$ cat src/design/ipba_pkg.sv
// Shared types, constants and arithmetic helpers for the projected bbox accumulator.
`timescale 1ns / 1ps
package ipba_pkg;

    localparam logic [1:0] CMD_LOAD = 2'd0;
    localparam logic [1:0] CMD_BOX  = 2'd1;
    localparam logic [1:0] CMD_EMIT = 2'd2;

    localparam logic [2:0] REG_COS    = 3'd0;
    localparam logic [2:0] REG_SIN    = 3'd1;
    localparam logic [2:0] REG_SDX    = 3'd2;
    localparam logic [2:0] REG_SDY    = 3'd3;
    localparam logic [2:0] REG_SEN    = 3'd4;

    localparam logic signed [31:0] MAX32 = 32'sh7FFF_FFFF;
    localparam logic signed [31:0] MIN32 = 32'sh8000_0000;
    localparam longint SQRT_HALF_Q30 = 759250125;

    typedef enum logic [2:0] {
        ST_IDLE,
        ST_ROWS,
        ST_ROT,
        ST_PROJ,
        ST_SHAD,
        ST_GROW
    } t_bstate;

    typedef struct packed {
        logic [1:0]         cmd;
        logic [1:0]         row;
        logic signed [31:0] a;
        logic signed [31:0] b;
        logic signed [31:0] c;
        logic signed [31:0] d;
    } t_entry;

    function automatic logic signed [31:0] sat66(input logic signed [65:0] v);
        if (v > 66'sd2147483647)       sat66 = MAX32;
        else if (v < -66'sd2147483648) sat66 = MIN32;
        else                           sat66 = v[31:0];
    endfunction

endpackage

$ cat src/design/ipba_front.sv
// Front end: accepts commands, latches limb boxes, queues work for the back end.
`timescale 1ns / 1ps
module ipba_front (
    input  logic                 i_clk,
    input  logic                 i_rst_n,
    input  logic                 i_valid,
    output logic                 o_stall,
    input  logic [1:0]           i_cmd,
    input  logic [1:0]           i_row,
    input  logic signed [31:0]   i_coef_a,
    input  logic signed [31:0]   i_coef_b,
    input  logic signed [31:0]   i_coef_c,
    input  logic signed [31:0]   i_coef_d,
    input  logic signed [31:0]   i_lo_x,
    input  logic signed [31:0]   i_lo_y,
    input  logic signed [31:0]   i_lo_z,
    input  logic signed [31:0]   i_hi_x,
    input  logic signed [31:0]   i_hi_y,
    input  logic signed [31:0]   i_hi_z,
    output logic                 o_q_valid,
    output ipba_pkg::t_entry     o_q_entry,
    output logic signed [31:0]   o_q_hy,
    output logic signed [31:0]   o_q_hz,
    input  logic                 i_q_pop
);
    import ipba_pkg::*;

    logic [1:0] r_cnt, n_cnt;
    logic       r_wp, r_rp;
    t_entry     r_q [2];
    logic signed [31:0] r_hy [2];
    logic signed [31:0] r_hz [2];
    t_entry     w_in;
    logic       w_push, w_keep;

    // commands that do nothing are dropped here
    always_comb begin
        w_keep = 1'b0;
        case (i_cmd)
            CMD_LOAD: w_keep = (i_row != 2'd3);
            CMD_BOX, CMD_EMIT: w_keep = 1'b1;
            default: w_keep = 1'b0;
        endcase
        w_in.cmd = i_cmd;
        w_in.row = i_row;
        if (i_cmd == CMD_BOX) begin
            // pack box as lo x/y/z in a,b,c and hi x in d; hi y/z ride alongside
            w_in.a = i_lo_x; w_in.b = i_lo_y; w_in.c = i_lo_z; w_in.d = i_hi_x;
        end else begin
            w_in.a = i_coef_a; w_in.b = i_coef_b; w_in.c = i_coef_c; w_in.d = i_coef_d;
        end
    end

    assign o_stall = (r_cnt == 2'd2);
    assign w_push  = i_valid && !o_stall && w_keep;
    assign o_q_valid = (r_cnt != 2'd0);
    assign o_q_entry = r_q[r_rp];
    assign o_q_hy    = r_hy[r_rp];
    assign o_q_hz    = r_hz[r_rp];

    always_comb begin
        n_cnt = r_cnt + {1'b0, w_push} - {1'b0, i_q_pop};
    end

    always_ff @(posedge i_clk) begin
        if (!i_rst_n) begin
            r_cnt <= 2'd0;
            r_wp  <= 1'b0;
            r_rp  <= 1'b0;
        end else begin
            r_cnt <= n_cnt;
            if (w_push) r_wp <= ~r_wp;
            if (i_q_pop) r_rp <= ~r_rp;
        end
        if (w_push) begin
            r_q[r_wp]  <= w_in;
            r_hy[r_wp] <= i_hi_y;
            r_hz[r_wp] <= i_hi_z;
        end
    end
endmodule

$ cat config.mk
export PLATFORM = sky130hd
export DESIGN_NAME = ipba_front
export DESIGN_NICKNAME = d
export VERILOG_FILES = /design/src/design/ipba_pkg.sv /design/src/design/ipba_front.sv
export SDC_FILE = /design/constraint.sdc
export NUM_CORES = 1
export LEC_CHECK = 0
export ABC_AREA = 0
export ABC_CLOCK_PERIOD_IN_PS = 10100
export BUFFER_PORTS_ARGS = -buffer_cell sky130_fd_sc_hd__clkbuf_2
export CAP_MARGIN = 30
export CELL_PAD_IN_SITES_DETAIL_PLACEMENT = 1
export CELL_PAD_IN_SITES_GLOBAL_PLACEMENT = 1
export CORE_UTILIZATION = 39
export CTS_CLUSTER_SIZE = 8
export DETAILED_ROUTE_END_ITERATION = 10
export PLACE_DENSITY_LB_ADDON = 0.1
export RECOVER_POWER = 25
export SLEW_MARGIN = 15
export SYNTH_ARGS = -nofsm -noshare
export SYNTH_HDL_FRONTEND = slang
export SYNTH_SLANG_ARGS = --single-unit
$ cat constraint.sdc
create_clock -name i_clk -period 10.1 [get_ports i_clk]
set_clock_uncertainty 0.05 [all_clocks]
set_input_delay 0.505 -clock i_clk [delete_from_list [all_inputs] [get_ports i_clk]]
set_output_delay 0.505 -clock i_clk [all_outputs]
set_load 0.02 [all_outputs]
==> results.tsv <==
stage	metric	value	unit
flow_run	maxcap violations	1	
synth	Netlist Area Pre-Place	0.0166	mm2
synth	xor/xnor share of the synthesized area	0.159	%
sta	final worst slack	5200	ps
place	Port Buffers	525	
floorplan	core area	0.0419	mm2
layout	fillers	4119	
clocking	Clock Pin Slew Worst Setup and Hold Paths	50	ps
detailed_routing	DRT antenna net count	0	
synth	largest family of logic cells by synthesized area	multiplexers	
power	Max VDD drop	0.000124	V
sta	headroom to the max-slew limit	-161	%
critical_path	CP startpoint	i_cmd[0]	
floorplan	Die X-Extent	208	um
global_routing	first-pass GRT wire length	60000	um
sta	Final Setup Violations	0	
sta	final hold vios	0	
layout	area grow syn2layout	27.6	%
layout	diodes inserted	0	
clocking	hold_buf cts	0	
synth	#FFs+latches synth	397	
sta	crit path time final	4900	ps
synth	post-synthesis mux area share	25.3	%
floorplan	Initial Util	39.5	%
sta	Setup TNS	0	ps
synth	compound-cell area share of the yosys netlist	0.136	%
global_routing	total grt overflow	0	
worst_hold_path	worst min-delay path class	input pin to flip-flop	
sta	Worst Hold Slack	57.8	ps
detailed_routing	# DRC	0	
power	Leak	8.30	nW
synth	yosys synthesis warning count	0	
floorplan	Ports	526	
detailed_routing	TritonRoute pass-1 iters	4	
synth	simple-gate share of the synthesized area	0.317	%
detailed_routing	WL/cell	21.4	um
place	GP Congestion	0.772	
worst_hold_path	WHS Path Cells	1	
critical_path	WS Path Type	input pin to flip-flop	
detailed_routing	via count	9059	
critical_path	CP startpoint kind	input pin	
synth	library cells used by synthesis	19	
global_routing	vias in the first global route	9670	
worst_hold_path	Hold Path Sink	r_hz[0][4]$_DFFE_PP_	
critical_path	Critical Path Fanout Max	70	
critical_path	reg-to-reg startpoint	r_cnt[0]$_SDFF_PN0_	
clocking	Clock Latency Late Sink	580	ps
worst_hold_path	hold path start	i_hi_z[4]	
power	Final Power	4.26	mW
floorplan	chip height	208	um
floorplan	total die area	0.0433	mm2
synth	Synth Area in Adders	0.378	%
clocking	# Post-CTS Setup Buffers	0	
clocking	Root Driver	clkbuf_16	
sta	Peak Freq	0.204	GHz
clocking	H-tree depth	2	
global_routing	Tot GR Track Use	18.8	%
synth	mean post-synth cell area	21.1	um2
clocking	Post-CTS Resized	0	
detailed_routing	DRT iter0 DRCs	383	
clocking	Max Buffers Root-to-Sink	3	
outcome	status	finished with violations	
global_routing	initial antenna violation count	2	
detailed_routing	Routed WL	40700	um
sta	Tcrit/Tclk final	48.5	%
detailed_routing	vias per inst	4.75	
clocking	CTS Buf Count	55	
clocking	clock sink total	397	
critical_path	worst reg2reg setup slack	6440	ps
critical_path	crit path DAT	5170	ps
outcome	failing checks	max-capacitance violations, max-slew violations	
place	post-detail-place hpwl	29500	um
critical_path	R2R depth	5	
synth	post-synthesis sequential area ratio	71.7	%
layout	Finished Cell Area	0.0211	mm2
critical_path	Crit path required time	10370	ps
clocking	CTS tree	built	
floorplan	row count	75	
sta	worst-margin pin slew	3910	ps
global_routing	largest net degree at the start of global routing	71	
layout	Final #Nets	1675	
critical_path	reg-to-reg endpoint	r_hz[0][2]$_DFFE_PP_	
sta	RSZ-0062 raised after global routing	false	
layout	share of cells above drive strength 1	60.1	%
synth	Post-Syn Instances	784	
place	DP Area	0.0197	mm2
sta	final count of pins violating max slew	71	
place	pre-CTS setup slack	5910	ps
critical_path	Crit. End Element	flip-flop	
power	power density cells	202	mW/mm2
synth	Post-Syn Nets	1117	
## area by class of cell
| type | count | area [um2] | share of cell area [%] |
|---|---|---|---|
| inverters | 6 | 22.5 | 0.107 |
| well taps | 539 | 674 | 3.19 |
| multi-input cells | 345 | 4370 | 20.7 |
| clock inverters | 2 | 25.0 | 0.118 |
| clock buffers | 80 | 1490 | 7.06 |
| repair buffers | 537 | 2660 | 12.6 |
| flip-flops and latches | 397 | 11900 | 56.2 |
## worst max-delay path: stages
cell and delay (ps):
clkbuf_1 230, ha_4 170, clkbuf_1 2730, buf_4 950, mux2_2 460
## cell families (layout without fill, tap and decap cells)
logic type	after synthesis	count (layout)
buffers and inverters	42	625
DFF	397	397
adders and majority gates	5	5
AOI/OAI and AO/OA	2	2
muxes	325	325
and+or+nand+nor	10	10
xor gates and xnor gates	3	3
## Yosys cell counts (all sizes together)
| cell | n | area share [%] |
|---|---|---|
| mux2 | 324 | 25 |
| and2 | 4 | 0.15 |
| nand2 | 2 | 0.045 |
| xor2 | 1 | 0.053 |
| mux2i | 1 | 0.060 |
| nor2 | 2 | 0.045 |
| or2 | 1 | 0.038 |
| buf | 36 | 1.9 |
| o2111ai | 1 | 0.091 |
| xnor2 | 2 | 0.11 |
| inv | 6 | 0.14 |
| edfxtp | 392 | 71 |
| a21boi | 1 | 0.045 |
| ha | 5 | 0.38 |
| nand2b | 1 | 0.038 |
| dfxtp | 5 | 0.60 |
## state kept, by name, indices dropped and copies added (netlist names), named ones only
name   count
r_q      264
r_hy      64
r_hz      64
r_cnt      2
r_rp       1
r_wp       1
## where the power goes
group	internal, mW	switching, mW
registers	1.94	0.0337
logic	0.278	0.366
clock network	1.00	0.639
total	3.22	1.04
## stage by stage
stage	instances	util [%]
6_report	1906	50.4
3_3_place_gp	1823	46.9
2_1_floorplan	784	-
4_1_cts	1906	50.5
3_5_place_dp	1824	46.9
5_1_grt	1906	50.4
## worst max-delay path by stage
stage,to,slack [ps],depth (start not counted)
finish,r_q[0][126]$_DFFE_PP_,5200,5
global placement,r_hz[0][2]$_DFFE_PP_,5990,8
CTS,o_q_hy[1],5790,4
floorplan,r_hy[0][0]$_DFFE_PP_,70,5
global route,r_q[0][83]$_DFFE_PP_,4780,5
detailed placement,r_hy[0][11]$_DFFE_PP_,5910,8
## routing by layer
metal / wire length [um] / part of all wire (%) / track usage, %
met1: 16500 / 40 / 22.4
met2: 20600 / 51 / 32.3
met3: 2700 / 6.6 / 5.92
met4: 911 / 2.2 / 5.67
met5: 30 / 0.074 / 0
## cells in the final DEF, fill, tap and decap left out
master,Yosys,routed
mux2_4,140,140
and2_0,0,1
mux2i_1,1,1
mux2_1,0,50
mux2_2,184,134
inv_1,6,6
clkinv_8,0,1
and2_1,4,3
dfxtp_4,0,1
buf_12,0,1
or2_2,1,1
clkbuf_16,0,56
xnor2_1,2,2
clkbuf_2,0,474
nand2_1,2,2
ha_1,5,4
o2111ai_1,0,1
inv_6,0,1
edfxtp_1,392,392
a21boi_0,1,1
nand2b_1,1,1
clkbuf_1,0,76
dfxtp_1,5,4
ha_4,0,1
nor2_4,0,2
buf_4,12,10
xor2_1,1,1
Note: power is estimated with default switching activity, not from simulation.
